### config.mk
export PLATFORM = sky130hd
export DESIGN_NAME = fsq_front
export DESIGN_NICKNAME = d
export VERILOG_FILES = /design/src/rtl/float32_square_root_macros.svh /design/src/rtl/fsq_pkg.sv /design/src/rtl/fsq_front.sv
export SDC_FILE = /design/constraint.sdc
export NUM_CORES = 1
export LEC_CHECK = 0
export BUFFER_PORTS_ARGS = -buffer_cell sky130_fd_sc_hd__buf_2
export CAP_MARGIN = 40
export CORE_MARGIN = 3
export CORE_UTILIZATION = 50
export CTS_BUF_LIST = sky130_fd_sc_hd__clkbuf_16
export DETAILED_ROUTE_END_ITERATION = 8
export GPL_TIMING_DRIVEN = 0
export PLACE_DENSITY = 0.84
export REMOVE_ABC_BUFFERS = 1
export SYNTH_ARGS = -nofsm -noshare
export SYNTH_HDL_FRONTEND = slang
export SYNTH_SLANG_ARGS = --single-unit
### constraint.sdc
create_clock -name clk -period 8.92 [get_ports clk]
set_input_delay 0.446 -clock clk [delete_from_list [all_inputs] [get_ports clk]]
set_output_delay 0.446 -clock clk [all_outputs]
set_load 0.1 [all_outputs]
### src/rtl/float32_square_root_macros.svh
// Assertion macros for the square root block
`ifndef FLOAT32_SQUARE_ROOT_MACROS_SVH
`define FLOAT32_SQUARE_ROOT_MACROS_SVH
`ifndef SYNTH
`define FSQ_ASSERT_IMPL(label, clk, rst_n, ante, cons) \
  label: assert property (@(posedge clk) disable iff (!rst_n) (ante) |-> (cons)) \
    else $error("assertion failed");
`define FSQ_ASSERT_NEXT(label, clk, rst_n, ante, cons) \
  label: assert property (@(posedge clk) disable iff (!rst_n) (ante) |=> (cons)) \
    else $error("assertion failed");
`else
`define FSQ_ASSERT_IMPL(label, clk, rst_n, ante, cons)
`define FSQ_ASSERT_NEXT(label, clk, rst_n, ante, cons)
`endif
`endif

### src/rtl/fsq_pkg.sv
// ----------------------------------------------------------------------------
// fsq_pkg
// Shared types, constants and the reciprocal square root seed table.
// ----------------------------------------------------------------------------
`default_nettype none
package fsq_pkg;

  localparam logic [1:0] RM_NEAREST = 2'd0;
  localparam logic [1:0] RM_ZERO    = 2'd1;
  localparam logic [1:0] RM_UP      = 2'd2;
  localparam logic [1:0] RM_DOWN    = 2'd3;

  localparam logic [31:0] THREE_HALVES = 32'hc000_0000;
  localparam logic [31:0] QNAN         = 32'h7fc0_0000;
  localparam logic [31:0] QUIET_BIT    = 32'h0040_0000;
  localparam logic [31:0] POS_INF      = 32'h7f80_0000;
  localparam logic [31:0] MIN_NORM     = 32'h0080_0000;
  localparam logic [31:0] ONE_BITS     = 32'h3f80_0000;

  // Special results decided up front, carried down the pipe
  typedef struct packed {
    logic        special;
    logic [31:0] bits;
    logic        invalid;
  } special_t;

  // Pipeline data between stages
  typedef struct packed {
    special_t    sp;
    logic [1:0]  rm;
    logic [31:0] m;
    logic [31:0] ey;
    logic [31:0] r;
    logic [31:0] s;
    logic [31:0] u;
  } pipe_t;

  function automatic logic [15:0] rsqrt_seed(input logic [6:0] idx);
    logic [15:0] t [128];
    t = '{
      16'hb451,16'hb2f0,16'hb196,16'hb044,16'haef9,16'hadb6,16'hac79,16'hab43,
      16'haa14,16'ha8eb,16'ha7c8,16'ha6aa,16'ha592,16'ha480,16'ha373,16'ha26b,
      16'ha168,16'ha06a,16'h9f70,16'h9e7b,16'h9d8a,16'h9c9d,16'h9bb5,16'h9ad1,
      16'h99f0,16'h9913,16'h983a,16'h9765,16'h9693,16'h95c4,16'h94f8,16'h9430,
      16'h936b,16'h92a9,16'h91ea,16'h912e,16'h9075,16'h8fbe,16'h8f0a,16'h8e59,
      16'h8daa,16'h8cfe,16'h8c54,16'h8bac,16'h8b07,16'h8a64,16'h89c4,16'h8925,
      16'h8889,16'h87ee,16'h8756,16'h86c0,16'h862b,16'h8599,16'h8508,16'h8479,
      16'h83ec,16'h8361,16'h82d8,16'h8250,16'h81c9,16'h8145,16'h80c2,16'h8040,
      16'hff02,16'hfd0e,16'hfb25,16'hf947,16'hf773,16'hf5aa,16'hf3ea,16'hf234,
      16'hf087,16'heee3,16'hed47,16'hebb3,16'hea27,16'he8a3,16'he727,16'he5b2,
      16'he443,16'he2dc,16'he17a,16'he020,16'hdecb,16'hdd7d,16'hdc34,16'hdaf1,
      16'hd9b3,16'hd87b,16'hd748,16'hd61a,16'hd4f1,16'hd3cd,16'hd2ad,16'hd192,
      16'hd07b,16'hcf69,16'hce5b,16'hcd51,16'hcc4a,16'hcb48,16'hca4a,16'hc94f,
      16'hc858,16'hc764,16'hc674,16'hc587,16'hc49d,16'hc3b7,16'hc2d4,16'hc1f4,
      16'hc116,16'hc03c,16'hbf65,16'hbe90,16'hbdbe,16'hbcef,16'hbc23,16'hbb59,
      16'hba91,16'hb9cc,16'hb90a,16'hb84a,16'hb78c,16'hb6d0,16'hb617,16'hb560};
    return t[idx];
  endfunction

  function automatic logic [31:0] mul_hi(input logic [31:0] a, input logic [31:0] b);
    logic [63:0] p;
    p = {32'd0, a} * {32'd0, b};
    return p[63:32];
  endfunction

endpackage
`default_nettype wire

### src/rtl/fsq_front.sv
// ----------------------------------------------------------------------------
// fsq_front
// Classify the operand, normalise subnormals, form mantissa, exponent, seed.
// ----------------------------------------------------------------------------
`default_nettype none
module fsq_front (
  input  wire logic             clk,
  input  wire logic             rst_n,
  input  wire logic             in_vld,
  input  wire logic [31:0]      ix_in,
  input  wire logic [1:0]       rm_in,
  output logic                  vld_r,
  output fsq_pkg::pipe_t        d_r
);
  import fsq_pkg::*;

  logic [31:0] nb;
  logic [4:0]  p;
  logic [31:0] ix;
  logic        is_odd;
  logic [31:0] frac;
  pipe_t       d_nxt;

  // Find the leading one of a subnormal mantissa
  always_comb begin
    p = 5'd0;
    for (int i = 1; i <= 22; i++) begin
      if (ix_in[i]) p = 5'(i);
    end
  end

  always_comb begin
    frac = (ix_in << (5'd23 - p)) & 32'h007f_ffff;
    nb   = (({27'd0, p} + 32'd1) << 23 | frac) - (32'd23 << 23);
    d_nxt = '0;
    d_nxt.rm = rm_in;
    ix = ix_in;
    if (ix_in - MIN_NORM >= POS_INF - MIN_NORM) begin
      if (ix_in[30:0] == 31'd0 || ix_in == POS_INF) begin
        d_nxt.sp = '{special: 1'b1, bits: ix_in, invalid: 1'b0};
      end else if (ix_in[30:0] > POS_INF[30:0]) begin
        d_nxt.sp = '{special: 1'b1, bits: ix_in | QUIET_BIT, invalid: ~ix_in[22]};
      end else if (ix_in[31]) begin
        d_nxt.sp = '{special: 1'b1, bits: QNAN, invalid: 1'b1};
      end else begin
        ix = nb;
      end
    end
    is_odd  = ix[23];
    d_nxt.m = is_odd ? ((ix << 7) & 32'h7fff_ffff) : ((ix << 8) | 32'h8000_0000);
    d_nxt.ey = ((ix >> 1) + (ONE_BITS >> 1)) & POS_INF;
    d_nxt.r = {rsqrt_seed(ix[23:17]), 16'd0};
  end

  // Register stage
  always_ff @(posedge clk) begin
    if (!rst_n) begin
      vld_r <= 1'b0;
    end else begin
      vld_r <= in_vld;
    end
    d_r <= d_nxt;
  end
endmodule
`default_nettype wire

==> results.json, run 1 <==
{
  "ys_warn_count": 0,
  "ys_types": 92,
  "multi_input_area_mm2": 0.00582,
  "die_w_um": 137,
  "grt_max_degree": 45,
  "maxCapViolations": 0,
  "die_h_um": 137,
  "cts_tree": "built",
  "worst_path_most_repeated_cell": "inv_1",
  "grt_usage_pct": 31.4,
  "final_cell_mix": "buf_2, conb_1, nand2_1, nor2_1, dfxtp_1",
  "cts.sinks": 85,
  "crit_required_ns": 9.15,
  "setup-violations-final": 0,
  "hold_violations": 0,
  "cts_hold_buf": 0,
  "fmax_mhz": 147,
  "ys.flop_type": "dfxtp_1",
  "detail_route.wl_per_cell_um": 21.2,
  "regArea_mm2": 0.00170,
  "wl_met3_um": 4510,
  "wl_um": 30600,
  "startpoint_type": "input port",
  "final_layout_size_suffix_gt1_share_pct": 15.6,
  "hold_slack_ns": 0.194,
  "max-vdd-ir-drop_mv": 0.141,
  "die_area_mm2": 0.0186,
  "highest_layer": "met4",
  "p_per_area_mw_per_mm2": 204,
  "overflow": 0,
  "place_ws_ns": 2.14,
  "crit_chain": "buf_2 -> nor3_2 -> nand3_1 -> inv_1 -> ha_1 -> inv_1 -> nor2_1 -> a31oi_1 -> o311ai_0 -> o21a_1 -> inv_1 -> ha_1 -> nor2_1 -> inv_1 -> a21oi_1 -> mux2_2 -> a221oi_2 -> a311oi_1 -> nand3_1",
  "ctsResizeCount": 0,
  "yosysSeqAreaShare_pct": 20.0,
  "ios": 234,
  "rsz0062_at_grt": "false",
  "start_util_pct": 51.2,
  "dr.first_iter.drc_count": 1582,
  "tns_ns": 0,
  "final_common_cell": "buf_2",
  "grt_pass1_vias": 8558,
  "synth_largest_area_cell": "dfxtp_1",
  "slew_headroom_pct": 38.1,
  "synth_area_leaders": "dfxtp_1, buf_4, nand2_1",
  "area_growth_pct": 6.42,
  "critical_path_class": "in -> reg",
  "drc": 0,
  "cts_setup_buffers": 0,
  "antenna_cells": 0,
  "core_mm2": 0.0166,
  "final_max_slew_viol_count": 0,
  "layout_setup_ws_ns": 2.13,
  "gp_congestion": 1.06,
  "syn_avg_cell_area_um2": 7.25,
  "cts_buffers": 9,
  "async_flop_share_pct": 0,
  "synth_edf_count": 0,
  "syn_area_mm2": 0.00852,
  "num_vias": 9748,
  "cpPeakStageDelay_ns": 0.76,
  "vias_per_cell": 6.74,
  "wl_met2_um": 13000,
  "dr.pass1.iters": 9,
  "critPathMaxFanout": 21,
  "min_from": "rm_in[0]",
  "rows": 47,
  "fillCellCount": 1612,
  "cp.arrival_ns": 7.02,
  "cts_root_buffer": "clkbuf_16",
  "min_path_type": "in -> reg",
  "ant_nets": 0,
  "io_buffers": 121,
  "yosysTopAreaCellShare_pct": 20.0,
  "tightest_slew_ns": 0.929,
  "clkTransAtPathRegs_ns": 0.07,
  "cts_max_level": 3,
  "wl_met1_um": 11300,
  "fin_crit_sh_pct": 76.1,
  "final_nets": 1282,
  "status": "finished clean",
  "power_mw": 1.85,
  "power.leakage_nw": 3.86,
  "endpoint_kind": "register",
  "grt_pass1_wl_um": 46500,
  "cp_slowest_cell": "nand3_1",
  "cts_buffer_depth": 2,
  "hpwl_um": 21400,
  "period_minus_slack_ns": 6.79,
  "grt_antenna_before_repair": 0,
  "ys_ff_latch": 85,
  "critPathLaunch": "ix_in[22]",
  "synthCells": 1175
}
## registers in the layout, indices dropped and copies added (netlist names)
signal,cells
vld_r,1
d_r,84
## critical path, delay by kind of cell
kind	cells	cell delay [ns]
AOI/OAI and AO/OA	6	1.47
adders and majority gates	2	1.13
buffers and inverters	5	1.72
muxes	1	0.19
and+or+nand+nor	5	2.06
## cell type report
type	instances	share of cell area [%]
sequential	85	18.8
inverter	32	1.35
clock buffer	9	2.48
tap	220	3.04
timing repair buffer	136	9.46
clock inverter	7	0.732
multi-input combinational	958	64.2
## cells in the mapped netlist, drive strengths merged, types with 13 or more instances
cell type / number
buf: 169
nand2: 117
nor2: 91
dfxtp: 85
o21ai: 78
a21oi: 71
nor3: 45
clkbuf: 41
nand3: 41
a211oi: 37
inv: 32
o211ai: 31
mux2i: 26
ha: 23
and2: 21
a31oi: 19
o221ai: 14
o22ai: 13
## cell families (layout without fill, tap and decap cells)
family | after synthesis | after routing | synth area share, %
compound gates | 396 | 396 | 32.6
xor+xnor | 10 | 10 | 1.03
fa+ha+maj | 24 | 24 | 3.50
buf+inv | 242 | 184 | 16.9
flops | 85 | 85 | 20.0
mux | 28 | 28 | 3.36
other cells | 2 | 112 | 0.0882
simple gates | 388 | 388 | 22.6
## per-layer routing
layer	GRT usage [%]	vias to the layer above
li1	-	4220
met1	41.2	4375
met2	47.8	944
met3	6.91	209
met4	17.0	0
met5	0	-
## stage by stage
| stage | utilization, % | std cells | cell area, um2 |
|---|---|---|---|
| 6_report | 54.5 | 1447 | 9060 |
| 5_1_grt | 54.5 | 1447 | 9060 |
| 4_1_cts | 54.5 | 1447 | 9060 |
| 3_5_place_dp | 52.7 | 1431 | 8770 |
| 3_3_place_gp | 51.0 | 1416 | 8500 |
| 2_1_floorplan | - | 1075 | 7610 |
## power breakdown
| group | total [mW] | switching (mW) | internal, mW | leakage, nW |
|---|---|---|---|---|
| logic | 1.03 | 0.850 | 0.182 | 3.01 |
| clock network | 0.386 | 0.170 | 0.216 | 0.141 |
| registers | 0.431 | 0.0104 | 0.421 | 0.707 |
## path summary, 6_finish.rpt
kind,endpoint,slack [ns],cells past startpoint
setup / recovery,d_r[86]$_DFF_P_,2.13,19
hold / removal,d_r[160]$_DFF_P_,0.19,1
No activity file was read; power rests on OpenSTA's default activity.
==> run 2: changes to the inputs <==
- clock period: 8.92 -> 6.5 ns (I/O delays scaled with it)
==> results.json, run 2 (synthesized netlist as in run 1, its figures left out) <==
{
  "setup-violations-final": 0,
  "rows": 47,
  "core_mm2": 0.0166,
  "final_layout_size_suffix_gt1_share_pct": 15.8,
  "p_per_area_mw_per_mm2": 280,
  "grt_max_degree": 45,
  "startpoint_type": "input port",
  "tns_ns": 0,
  "cts_hold_buf": 0,
  "wl_um": 30800,
  "io_buffers": 121,
  "dr.first_iter.drc_count": 1627,
  "grt_pass1_wl_um": 46500,
  "slew_headroom_pct": 40.2,
  "status": "finished clean",
  "area_growth_pct": 6.58,
  "min_path_cells": 1,
  "rsz0062_at_grt": "false",
  "cts_root_buffer": "clkbuf_16",
  "fmax_mhz": 161,
  "cts_buffer_depth": 2,
  "period_minus_slack_ns": 6.21,
  "antenna_cells": 0,
  "grt_pass1_vias": 8558,
  "cts.sinks": 85,
  "start_util_pct": 51.2,
  "final_cell_mix": "buf_2, conb_1, nand2_1, nor2_1, dfxtp_1",
  "final_max_slew_viol_count": 0,
  "cts_buffers": 9,
  "ctsResizeCount": 0,
  "ios": 234,
  "min_path_type": "in -> reg",
  "layout_setup_ws_ns": 0.286,
  "final_common_cell": "buf_2",
  "power_mw": 2.54,
  "fin_crit_sh_pct": 95.6,
  "num_vias": 9772,
  "power.leakage_nw": 3.86,
  "largestRegisters": "d_r: 84 flops, vld_r: 1 flops",
  "detail_route.wl_per_cell_um": 21.3,
  "maxCapViolations": 0,
  "drc": 0,
  "crit_required_ns": 6.75,
  "cts_tree": "built",
  "vias_per_cell": 6.75,
  "gp_congestion": 1.06,
  "tightest_slew_ns": 0.892,
  "grt_antenna_before_repair": 0,
  "place_ws_ns": -0.157,
  "die_w_um": 137,
  "critical_path_class": "in -> reg",
  "overflow": 0,
  "final_nets": 1282,
  "cts_max_level": 3,
  "die_area_mm2": 0.0186,
  "dr.pass1.iters": 8,
  "die_h_um": 137,
  "endpoint_kind": "register",
  "max-vdd-ir-drop_mv": 0.193,
  "clkTransAtPathRegs_ns": 0.07,
  "cts_setup_buffers": 0,
  "cp.arrival_ns": 6.47,
  "hold_slack_ns": 0.0684,
  "ant_nets": 0,
  "largest_register": "d_r",
  "hold_violations": 0,
  "largest_reg_flops": 84,
  "grt_usage_pct": 31.4,
  "critPathMaxFanout": 26,
  "hpwl_um": 21400
}
[run 2: cell counts in the layout (fill, tap and decap cells not counted)]
No cell type changed its count.
[run 2: cell type report]
type                    instances  area, um2
clock buffers                   9        225
clock inverters                 7       66.3
fillers                      1611       7560
inverters                      32        123
multi-input cells             958       5830
flip-flops and latches         85       1700
well taps                     220        275
repair buffers                136        857
[run 2: report_power, final]
group	total [mW]	switching (mW)	internal [mW]
Combinational	1.42	1.17	0.250
Sequential	0.592	0.0141	0.578
Clock	0.532	0.236	0.296
[run 2: per-layer routing]
metal	track usage [%]	part of all wire, %	vias up
met4	17.0	6.0	0
met1	41.2	36	4386
li1	-	-	4220
met5	0	0	-
met2	47.8	42	950
met3	6.91	15	216
[run 2: per-stage QoR]
stage / cell area, um2 / instances / util, %
final: 9080 / 1447 / 54.5
after global placement: 8500 / 1416 / 51.0
after global routing: 9080 / 1447 / 54.5
after CTS: 9060 / 1447 / 54.5
after floorplan: 7610 / 1075 / -
after detailed placement: 8770 / 1431 / 52.7
[run 2: path summary, 6_finish.rpt]
check | start | endpoint | slack (ns)
worst max-delay path | ix_in[7] | d_r[89]$_DFF_P_ | 0.29
worst min-delay path | rm_in[0] | d_r[160]$_DFF_P_ | 0.07
[run 2: worst max-delay path, stage by stage]
cell and delay [ns]:
buf_2 0.21, nor4_2 0.44, nand4_2 0.32, o2111ai_2 0.49
nor2b_2 0.50, or3b_1 0.66, buf_16 0.28, a31oi_1 0.14
o311ai_0 0.14, o21a_1 0.51, inv_1 0.58, ha_1 0.55
inv_1 0.16, nor2_1 0.36, nor3_1 0.09, o21ai_1 0.23
a31oi_1 0.09, o311ai_1 0.36
