[src/rtl/float32_square_root_macros.svh]
// Assertion macros for the square root block
`ifndef FLOAT32_SQUARE_ROOT_MACROS_SVH
`define FLOAT32_SQUARE_ROOT_MACROS_SVH
`ifndef SYNTH
`define FSQ_ASSERT_IMPL(label, clk, rst_n, ante, cons) \
  label: assert property (@(posedge clk) disable iff (!rst_n) (ante) |-> (cons)) \
    else $error("assertion failed");
`define FSQ_ASSERT_NEXT(label, clk, rst_n, ante, cons) \
  label: assert property (@(posedge clk) disable iff (!rst_n) (ante) |=> (cons)) \
    else $error("assertion failed");
`else
`define FSQ_ASSERT_IMPL(label, clk, rst_n, ante, cons)
`define FSQ_ASSERT_NEXT(label, clk, rst_n, ante, cons)
`endif
`endif

[src/rtl/fsq_pkg.sv]
// ----------------------------------------------------------------------------
// fsq_pkg
// Shared types, constants and the reciprocal square root seed table.
// ----------------------------------------------------------------------------
`default_nettype none
package fsq_pkg;

  localparam logic [1:0] RM_NEAREST = 2'd0;
  localparam logic [1:0] RM_ZERO    = 2'd1;
  localparam logic [1:0] RM_UP      = 2'd2;
  localparam logic [1:0] RM_DOWN    = 2'd3;

  localparam logic [31:0] THREE_HALVES = 32'hc000_0000;
  localparam logic [31:0] QNAN         = 32'h7fc0_0000;
  localparam logic [31:0] QUIET_BIT    = 32'h0040_0000;
  localparam logic [31:0] POS_INF      = 32'h7f80_0000;
  localparam logic [31:0] MIN_NORM     = 32'h0080_0000;
  localparam logic [31:0] ONE_BITS     = 32'h3f80_0000;

  // Special results decided up front, carried down the pipe
  typedef struct packed {
    logic        special;
    logic [31:0] bits;
    logic        invalid;
  } special_t;

  // Pipeline data between stages
  typedef struct packed {
    special_t    sp;
    logic [1:0]  rm;
    logic [31:0] m;
    logic [31:0] ey;
    logic [31:0] r;
    logic [31:0] s;
    logic [31:0] u;
  } pipe_t;

  function automatic logic [15:0] rsqrt_seed(input logic [6:0] idx);
    logic [15:0] t [128];
    t = '{
      16'hb451,16'hb2f0,16'hb196,16'hb044,16'haef9,16'hadb6,16'hac79,16'hab43,
      16'haa14,16'ha8eb,16'ha7c8,16'ha6aa,16'ha592,16'ha480,16'ha373,16'ha26b,
      16'ha168,16'ha06a,16'h9f70,16'h9e7b,16'h9d8a,16'h9c9d,16'h9bb5,16'h9ad1,
      16'h99f0,16'h9913,16'h983a,16'h9765,16'h9693,16'h95c4,16'h94f8,16'h9430,
      16'h936b,16'h92a9,16'h91ea,16'h912e,16'h9075,16'h8fbe,16'h8f0a,16'h8e59,
      16'h8daa,16'h8cfe,16'h8c54,16'h8bac,16'h8b07,16'h8a64,16'h89c4,16'h8925,
      16'h8889,16'h87ee,16'h8756,16'h86c0,16'h862b,16'h8599,16'h8508,16'h8479,
      16'h83ec,16'h8361,16'h82d8,16'h8250,16'h81c9,16'h8145,16'h80c2,16'h8040,
      16'hff02,16'hfd0e,16'hfb25,16'hf947,16'hf773,16'hf5aa,16'hf3ea,16'hf234,
      16'hf087,16'heee3,16'hed47,16'hebb3,16'hea27,16'he8a3,16'he727,16'he5b2,
      16'he443,16'he2dc,16'he17a,16'he020,16'hdecb,16'hdd7d,16'hdc34,16'hdaf1,
      16'hd9b3,16'hd87b,16'hd748,16'hd61a,16'hd4f1,16'hd3cd,16'hd2ad,16'hd192,
      16'hd07b,16'hcf69,16'hce5b,16'hcd51,16'hcc4a,16'hcb48,16'hca4a,16'hc94f,
      16'hc858,16'hc764,16'hc674,16'hc587,16'hc49d,16'hc3b7,16'hc2d4,16'hc1f4,
      16'hc116,16'hc03c,16'hbf65,16'hbe90,16'hbdbe,16'hbcef,16'hbc23,16'hbb59,
      16'hba91,16'hb9cc,16'hb90a,16'hb84a,16'hb78c,16'hb6d0,16'hb617,16'hb560};
    return t[idx];
  endfunction

  function automatic logic [31:0] mul_hi(input logic [31:0] a, input logic [31:0] b);
    logic [63:0] p;
    p = {32'd0, a} * {32'd0, b};
    return p[63:32];
  endfunction

endpackage
`default_nettype wire

[src/rtl/fsq_round.sv]
// ----------------------------------------------------------------------------
// fsq_round
// Remainder check, rounding and result register, over two stages.
// ----------------------------------------------------------------------------
`default_nettype none
module fsq_round (
  input  wire logic             clk,
  input  wire logic             rst_n,
  input  wire logic             vld_in,
  input  wire fsq_pkg::pipe_t   d_in,
  output logic                  vld_r,
  output logic [31:0]           root_r,
  output logic                  invalid_r,
  output logic                  inexact_r
);
  import fsq_pkg::*;

  logic        v1_r;
  pipe_t       p1_r;
  logic [31:0] rem_r;
  logic [63:0] sq;
  logic [31:0] d1, d2, s2, root;
  logic        below, inex;

  // Square the truncated root and hold the remainder
  assign sq = {32'd0, d_in.s} * {32'd0, d_in.s};
  always_ff @(posedge clk) begin
    if (!rst_n) begin
      v1_r <= 1'b0;
    end else begin
      v1_r <= vld_in;
    end
    p1_r  <= d_in;
    rem_r <= (d_in.m << 16) - sq[31:0];
  end

  // Round to nearest, then step for directed modes
  always_comb begin
    d1 = p1_r.s - rem_r;
    d2 = d1 + p1_r.s + 32'd1;
    s2 = p1_r.s + {31'd0, d1[31]};
    root = (s2 & 32'h007f_ffff) | p1_r.ey;
    inex = (d2 != 32'd0);
    below = ~(d1[31] ^ d2[31]);
    if (inex) begin
      case (p1_r.rm)
        RM_UP:            if (below) root = root + 32'd1;
        RM_ZERO, RM_DOWN: if (!below) root = root - 32'd1;
        default:          root = root;
      endcase
    end
  end

  always_ff @(posedge clk) begin
    if (!rst_n) begin
      vld_r <= 1'b0;
    end else begin
      vld_r <= v1_r;
    end
    root_r    <= p1_r.sp.special ? p1_r.sp.bits : root;
    invalid_r <= p1_r.sp.special & p1_r.sp.invalid;
    inexact_r <= ~p1_r.sp.special & inex;
  end
endmodule
`default_nettype wire

[config.mk]
export PLATFORM = sky130hd
export DESIGN_NAME = fsq_round
export DESIGN_NICKNAME = d
export VERILOG_FILES = /design/src/rtl/float32_square_root_macros.svh /design/src/rtl/fsq_pkg.sv /design/src/rtl/fsq_round.sv
export SDC_FILE = /design/constraint.sdc
export NUM_CORES = 1
export LEC_CHECK = 0
export BUFFER_PORTS_ARGS = -buffer_cell sky130_fd_sc_hd__buf_2
export CELL_PAD_IN_SITES_DETAIL_PLACEMENT = 0
export CELL_PAD_IN_SITES_GLOBAL_PLACEMENT = 1
export CORE_ASPECT_RATIO = 0.9
export CORE_MARGIN = 5
export CORE_UTILIZATION = 51
export CTS_CLUSTER_DIAMETER = 30
export DETAILED_ROUTE_END_ITERATION = 12
export PLACE_DENSITY = 0.95
export REMOVE_ABC_BUFFERS = 1
export SYNTH_ARGS = -nofsm -noshare
export SYNTH_HDL_FRONTEND = slang
export SYNTH_SLANG_ARGS = --single-unit
[constraint.sdc]
create_clock -name clk -period 14 [get_ports clk]
set_clock_uncertainty 0.15 [all_clocks]
set_input_delay 2.8 -clock clk [delete_from_list [all_inputs] [get_ports clk]]
set_output_delay 2.8 -clock clk [all_outputs]
set_load 0.03 [all_outputs]
==> results of run 1 <==
==> layout make-up <==
cell class	instances	area, µm²
Fill cell	4283	21400
Multi-Input combinational cell	1881	18300
Sequential cell	166	3320
Inverter	634	2380
Timing Repair Buffer	162	833
Tap cell	624	781
Clock buffer	20	447
Clock inverter	12	190
==> per-stage QoR <==
| stage | utilization | hold slack, ns |
|---|---|---|
| finish | 0.552 | 0.286 |
| global route | 0.552 | 0.308 |
| CTS | 0.552 | 0.290 |
| detailed placement | 0.538 | 0.275 |
| global placement | 0.538 | 0.265 |
| floorplan | - | 0.256 |
==> placed cells by master, fill, tap and decap left out, drive strengths merged, types with 9 or more instances in the layout <==
cell type  synthesis  routed
a2111oi           13      13
a211oi            31      31
a21o              37      37
a21oi             89      89
a22oi             11      11
a31oi             15      15
and2              60      60
and3              17      17
and4              11      11
buf               20     162
clkbuf            72      20
dfxtp            166     166
fa               398     398
ha               210     210
inv              634     639
nand2            302     302
nand2b            20      20
nand3             33      33
nand4             33      33
nor2             101     101
nor2b             11      11
nor3              37      37
nor3b              9       9
nor4              20      20
o211ai            45      45
o21a              26      26
o21ai             69      69
o21bai             9       9
o221ai            11      11
or2               12      12
or3               11      11
xnor2             93      93
xor2              34      34
==> registers in the layout, summed over array words and instances (netlist names) <==
| signal | count |
|---|---|
| p1_r | 99 |
| root_r | 32 |
| rem_r | 31 |
| inexact_r | 1 |
| invalid_r | 1 |
| v1_r | 1 |
| vld_r | 1 |
==> cell usage after synthesis (all sizes together), types with 33 or more instances <==
cell	count	area [µm²]
inv	634	2380
and2	60	375
nand3	33	178
xnor2	93	815
xor2	34	298
o211ai	45	348
fa	398	7970
o21ai	69	345
ha	210	2630
nor3	37	200
a21oi	89	445
nor2	101	379
nand2	302	1140
a21o	37	278
nand4	33	221
clkbuf	72	270
dfxtp	166	3320
==> worst max-delay path by stage <==
stage,from,to,slack (ns),cells after the start
final,d_in[34],rem_r[30],3.60,28
after global routing,d_in[34],rem_r[30],3.10,28
after CTS,d_in[34],rem_r[30],3.55,28
after detailed placement,d_in[34],rem_r[30],3.09,28
after global placement,d_in[34],rem_r[30],3.15,28
after floorplan,d_in[49],rem_r[29],4.76,25
==> worst max-delay path, delay by kind of cell <==
kind                       cells  cell delay [ns]
AOI/OAI and AO/OA              9             2.48
and+or+nand+nor                3             0.45
buffers and inverters          7             1.24
adders and majority gates      9             3.54
==> cell families (layout without fill, tap and decap cells) <==
kind of cell,Yosys count,count (layout)
AO/OA/AOI/OAI,431,431
XOR/XNOR,127,127
adder cells (fa/ha/maj),608,608
buffers and inverters,726,828
flip-flops,166,166
multiplexers,14,14
AND/OR/NAND/NOR,701,701
==> metal layers <==
metal | wire, µm | vias up | track usage | share of wire
met3 | 4490 | 148 | 0.0559 | 0.071
met5 | 0 | - | 0 | 0
li1 | - | 9034 | - | -
met4 | 1740 | 0 | 0.0711 | 0.028
met2 | 30600 | 704 | 0.420 | 0.49
met1 | 26200 | 9660 | 0.324 | 0.42
==> impl_metrics.ini, run 1 <==
[synth]
synthArstFlopShare = 0
synthMuxAreaShare = 0.00610
synth_compound_area_frac = 0.124
synth_top_family_by_area = adder cells
synth_xor_xnor_area_share = 0.0456
synth_edf_count = 0
synthCells = 2773
synthAdderAreaFrac = 0.434
synth.distinct_cells = 82
yosysSeqAreaShare = 0.136
synth_area_per_cell_um2 = 8.80
synthSimpleGateAreaFrac = 0.141
synth_seq_cells = 166
syn-cell-area_um2 = 24400
yosysWarningCount = 0
yosys_most_used_dff = dfxtp_1

[status]
outcome = completed

[drt]
drc = 0
vias = 19500
totalWireLength_mm = 63.1
drtIter0Drc = 1440
avgViaCountPerCell = 5.59
avgRoutedWirePerCell_um = 18.0
drtAntennaViolNets = 0
drt-pass1-iter-count = 5

[critical_path]
slowest_delay_ns = 0.59
cp-start-kind = primary input
end_kind = flop
path_class = in2reg
r2r_end = root_r[24]
r2r_start = p1_r[33]
crit_arrival_ns = 10.53
reg2regPathDepth = 22
slowest_stage = buf_2
crit_required_ns = 14.13
rrSetupSlack_ns = 5.60
path_max_fanout = 29

[sta]
fin_crit_sh = 0.743
fin_ws_ns = 3.60
hold_viol = 0
fmax_ghz = 0.0961
finalMaxSlewViolations = 0
slew_headroom = 0.214
worst_pin_slew_ns = 1.18
tns_ns = 0
rsz0062_at_grt = false
period_needed_ns = 10.40
setup_viol = 0

[cts]
cts-buffers-inserted = 17
clock_latency_ns = 0.45
clock-root-buffer = clkbuf_16
cts_buffer_depth = 2
path_clk_slew_ns = 0.06
cts_tree = done
post_cts_buffers = 0
cts_num_sinks = 166
cts-htree-levels = 4
cts_hold_buffers = 0
cts_resized = 0

[final_layout]
final_cells = 3499
drive_above_1_share = 0.0831
final_nets = 3669
finalInstanceArea_um2 = 26300
n_antenna_cell = 0
area_delta_synth_final_pct = 7.71

[grt]
antenna_found_initial = 0
grt_first_pass_wirelength_mm = 105
grt_pass1_vias = 21200
grt.overflow.total = 0
grt_max_degree = 43
track_usage = 0.249

[die]
std_cell_rows = 76
start_util = 0.512
dieWidth_um = 241
die_y_um = 218
core_um2 = 47600
io_pins = 234
die_area_um2 = 52300

[min_path]
hold_path.class = reg2reg
hold_end = invalid_r
worstHoldStart = p1_r[162]
whs_path_depth = 1

[placement]
numPortBuffers = 153
gp_congestion = 0.952
preCtsSetupSlack_ns = 3.09
dpl.hpwl_mm = 50.8
placed_cells = 3467
post_dp_cell_area_um2 = 25600

[run]
drv_cap = 0
Power of run 1 is not shown: default switching activity piles up to over one toggle a cycle in this logic, so the estimate is an artifact.
==> run 2: changes to the inputs <==
- CORE_UTILIZATION: 51 -> 48
- PLACE_DENSITY: 0.95 -> 0.91
- clock period: 14 -> 10.8 ns (I/O delays scaled with it)
==> impl_metrics.ini, run 2 (synthesized netlist as in run 1, its figures left out) <==
[status]
outcome = completed

[die]
dieWidth_um = 248
io_pins = 234
start_util = 0.484
die_area_um2 = 55400
core_um2 = 50400
die_y_um = 224
std_cell_rows = 78

[grt]
grt_max_degree = 43
antenna_found_initial = 0
grt_pass1_vias = 21000
grt.overflow.total = 0
track_usage = 0.235
grt_first_pass_wirelength_mm = 106

[sta]
hold_viol = 0
fmax_ghz = 0.103
rsz0062_at_grt = false
slew_headroom = 0.135
fin_crit_sh = 0.896
worst_pin_slew_ns = 1.30
period_needed_ns = 9.68
setup_viol = 0
fin_ws_ns = 1.12
whs_ns = 0.272
finalMaxSlewViolations = 0
tns_ns = 0

[min_path]
hold_path.class = reg2reg

[final_layout]
largest_reg_flops = 99
layout_common_cells = inv_1 (634), fa_1 (398), nand2_1 (301)
area_delta_synth_final_pct = 7.94
n_antenna_cell = 0
reg_top3 = p1_r (99), root_r (32), rem_r (31)
top_register = p1_r
drive_above_1_share = 0.0850
final_nets = 3675
final_common_cell = inv_1

[cts]
cts-buffers-inserted = 17
cts_resized = 0
clock_latency_ns = 0.45
path_clk_slew_ns = 0.07
cts_num_sinks = 166
cts_hold_buffers = 0
clock-root-buffer = clkbuf_16
cts_tree = done
cts_buffer_depth = 2
post_cts_buffers = 0
cts-htree-levels = 4

[drt]
drtAntennaViolNets = 0
drtIter0Drc = 1187
avgRoutedWirePerCell_um = 17.8
totalWireLength_mm = 63.5
vias = 19500
avgViaCountPerCell = 5.47
drc = 0
drt-pass1-iter-count = 5

[critical_path]
crit_required_ns = 10.97
crit_arrival_ns = 9.85
end_kind = flop
cp-start-kind = primary input
path_class = in2reg
path_max_fanout = 25

[run]
drv_cap = 0

[placement]
numPortBuffers = 153
gp_congestion = 0.943
preCtsSetupSlack_ns = 0.699
dpl.hpwl_mm = 51.9
-- run 2: cell types whose count changed in the layout (fill, tap and decap cells not counted), sizes merged --
cell	before	now
buf	162	168
bufinv	4	1
clkinvlp	2	5
clkbuf	20	21
inv	639	638
-- run 2: area by class of cell --
class / instances / area, µm²
inverters: 634 / 2380
clock inverters: 11 / 116
repair buffers: 168 / 878
multi-input cells: 1881 / 18300
flip-flops and latches: 166 / 3320
fillers: 4683 / 24000
well taps: 680 / 851
clock buffers: 21 / 460
-- run 2: routing by layer --
| metal | vias to the layer above | global-route usage | share of wire |
|---|---|---|---|
| met5 | - | 0 | 0 |
| met4 | 0 | 0.0592 | 0.023 |
| met1 | 9742 | 0.321 | 0.44 |
| met3 | 109 | 0.0333 | 0.053 |
| met2 | 567 | 0.398 | 0.49 |
| li1 | 9048 | - | - |
-- run 2: stage by stage --
step | util | area, µm² | cells
floorplan | - | 24000 | 2681
global placement | 0.512 | 25800 | 3529
detailed placement | 0.512 | 25800 | 3529
CTS | 0.523 | 26300 | 3561
global route | 0.523 | 26300 | 3561
finish | 0.523 | 26300 | 3561
-- run 2: critical path, cell delays in order --
cell and delay [ns]:
buf_2 0.54, inv_1 0.33, nor2_1 0.28, fa_1 0.46, inv_1 0.09, fa_1 0.43, fa_1 0.51, inv_1 0.05
fa_1 0.50, inv_1 0.06, fa_1 0.49, fa_1 0.51, fa_1 0.49, inv_1 0.05, fa_1 0.47, inv_1 0.04
ha_1 0.32, a21o_1 0.18, a211o_1 0.33, o41ai_1 0.53, o21ai_0 0.27, o211ai_1 0.30, o21ai_0 0.24, xnor2_1 0.18
-- run 2: path summary, 6_finish.rpt --
path                                 from    endpoint  slack [ns]  cells after the start
worst max-delay path             d_in[38]   rem_r[31]        1.12                     24
worst min-delay path            p1_r[162]   invalid_r        0.27                      1
worst max register to register   p1_r[33]  root_r[30]        2.58                     23
worst min register to register  p1_r[162]   invalid_r        0.27                      1
Power of run 2 is left out for the same reason.
==> run 3: changes to the inputs <==
- CELL_PAD_IN_SITES_DETAIL_PLACEMENT: 0 -> not set
- CELL_PAD_IN_SITES_GLOBAL_PLACEMENT: 1 -> not set
- CORE_UTILIZATION: 48 -> 60
- PLACE_DENSITY: 0.91 -> 0.88
==> impl_metrics.ini, run 3 (synthesized netlist as in run 1, its figures left out) <==
[final_layout]
top_register = p1_r
reg_top3 = p1_r (99), root_r (32), rem_r (31)
largest_reg_flops = 99
finalInstanceArea_um2 = 26100
final_common_cell = inv_1
area_delta_synth_final_pct = 7.12
drive_above_1_share = 0.0854
final_nets = 3676
layout_common_cells = inv_1 (634), fa_1 (398), nand2_1 (301)
n_antenna_cell = 0

[critical_path]
crit_arrival_ns = 10.05
critical_path.most_common_cell = fa_1
slowest_stage = a2111oi_0
cp-start-kind = primary input
crit_required_ns = 11.04
slowest_delay_ns = 0.70
path_class = in2reg
path_max_fanout = 28
end_kind = flop
path_cells = buf_2 -> nand2_1 -> fa_1 -> fa_1 -> inv_1 -> fa_1 -> inv_1 -> fa_1 -> inv_1 -> ha_1 -> ha_1 -> fa_1 -> fa_1 -> inv_1 -> ha_1 -> a2111oi_0 -> o31ai_1 -> o221a_2 -> o41ai_1 -> o21ai_0 -> o211ai_1 -> nand2b_1 -> a21oi_1 -> xnor2_1

[die]
dieWidth_um = 223
die_y_um = 201
start_util = 0.604
core_um2 = 40400
die_area_um2 = 44800
io_pins = 234
std_cell_rows = 70

[grt]
track_usage = 0.293
grt_first_pass_wirelength_mm = 107
grt_max_degree = 43
grt_pass1_vias = 21800
antenna_found_initial = 1
grt.overflow.total = 0

[drt]
avgViaCountPerCell = 5.86
vias = 20100
avgRoutedWirePerCell_um = 19.0
drtIter0Drc = 1735
drt-pass1-iter-count = 7
drc = 0
drtAntennaViolNets = 0
totalWireLength_mm = 65.1

[sta]
period_needed_ns = 9.82
fmax_ghz = 0.102
rsz0062_at_grt = false
slew_headroom = 0.208
setup_viol = 0
worst_pin_slew_ns = 1.19
hold_viol = 0
fin_crit_sh = 0.909
finalMaxSlewViolations = 0
tns_ns = 0

[min_path]
hold_path.class = reg2reg

[cts]
cts_resized = 0
cts_num_sinks = 166
cts-buffers-inserted = 17
cts-htree-levels = 4
cts_hold_buffers = 0
cts_tree = done
path_clk_slew_ns = 0.07
post_cts_buffers = 0
clock_latency_ns = 0.45
clock-root-buffer = clkbuf_16
cts_buffer_depth = 2

[placement]
numPortBuffers = 153
post_dp_cell_area_um2 = 25600
dpl.hpwl_mm = 52.4
gp_congestion = 0.966

[run]
drv_cap = 0

[status]
outcome = completed
run 3: final timing paths:
| check | slack [ns] | endpoint | depth (start not counted) | startpoint |
|---|---|---|---|---|
| hold / removal | 0.29 | root_r[0] | 2 | p1_r[163] |
| hold reg to reg | 0.29 | root_r[0] | 2 | p1_r[163] |
| setup reg to reg | 2.64 | root_r[22] | 23 | p1_r[33] |
| setup / recovery | 0.98 | rem_r[29] | 24 | d_in[36] |
run 3: layout make-up:
cell class	count	area (µm²)
multi-input combinational	1881	18300
tap	540	676
sequential	166	3320
clock buffer	18	429
clock inverter	13	116
inverter	634	2380
timing repair buffer	169	886
fill	3160	14200
run 3: critical path, delay by kind of cell:
kind,cells,cell delay (ns)
buffers and inverters,5,0.83
and+or+nand+nor,2,0.37
xor gates and xnor gates,1,0.13
AOI/OAI and AO/OA,7,2.72
adders and majority gates,9,3.83
run 3: per-layer routing:
layer  part of all wire  vias up  global-route usage
li1                   -     9023                   -
met1               0.38     9806               0.361
met2               0.49      977               0.509
met3              0.082      246              0.0575
met4              0.044        2               0.117
met5            0.00032        -                   0
run 3: through the flow:
| step | cells | util | setup slack, ns | hold WS (ns) |
|---|---|---|---|---|
| after floorplan | 2681 | - | 2.20 | 0.256 |
| after global placement | 3390 | 0.634 | 0.927 | 0.265 |
| after detailed placement | 3390 | 0.634 | 0.736 | 0.271 |
| after CTS | 3421 | 0.647 | 1.16 | 0.291 |
| after global routing | 3421 | 0.647 | 0.709 | 0.312 |
| final | 3421 | 0.647 | 0.981 | 0.288 |
Power of run 3 is left out for the same reason.
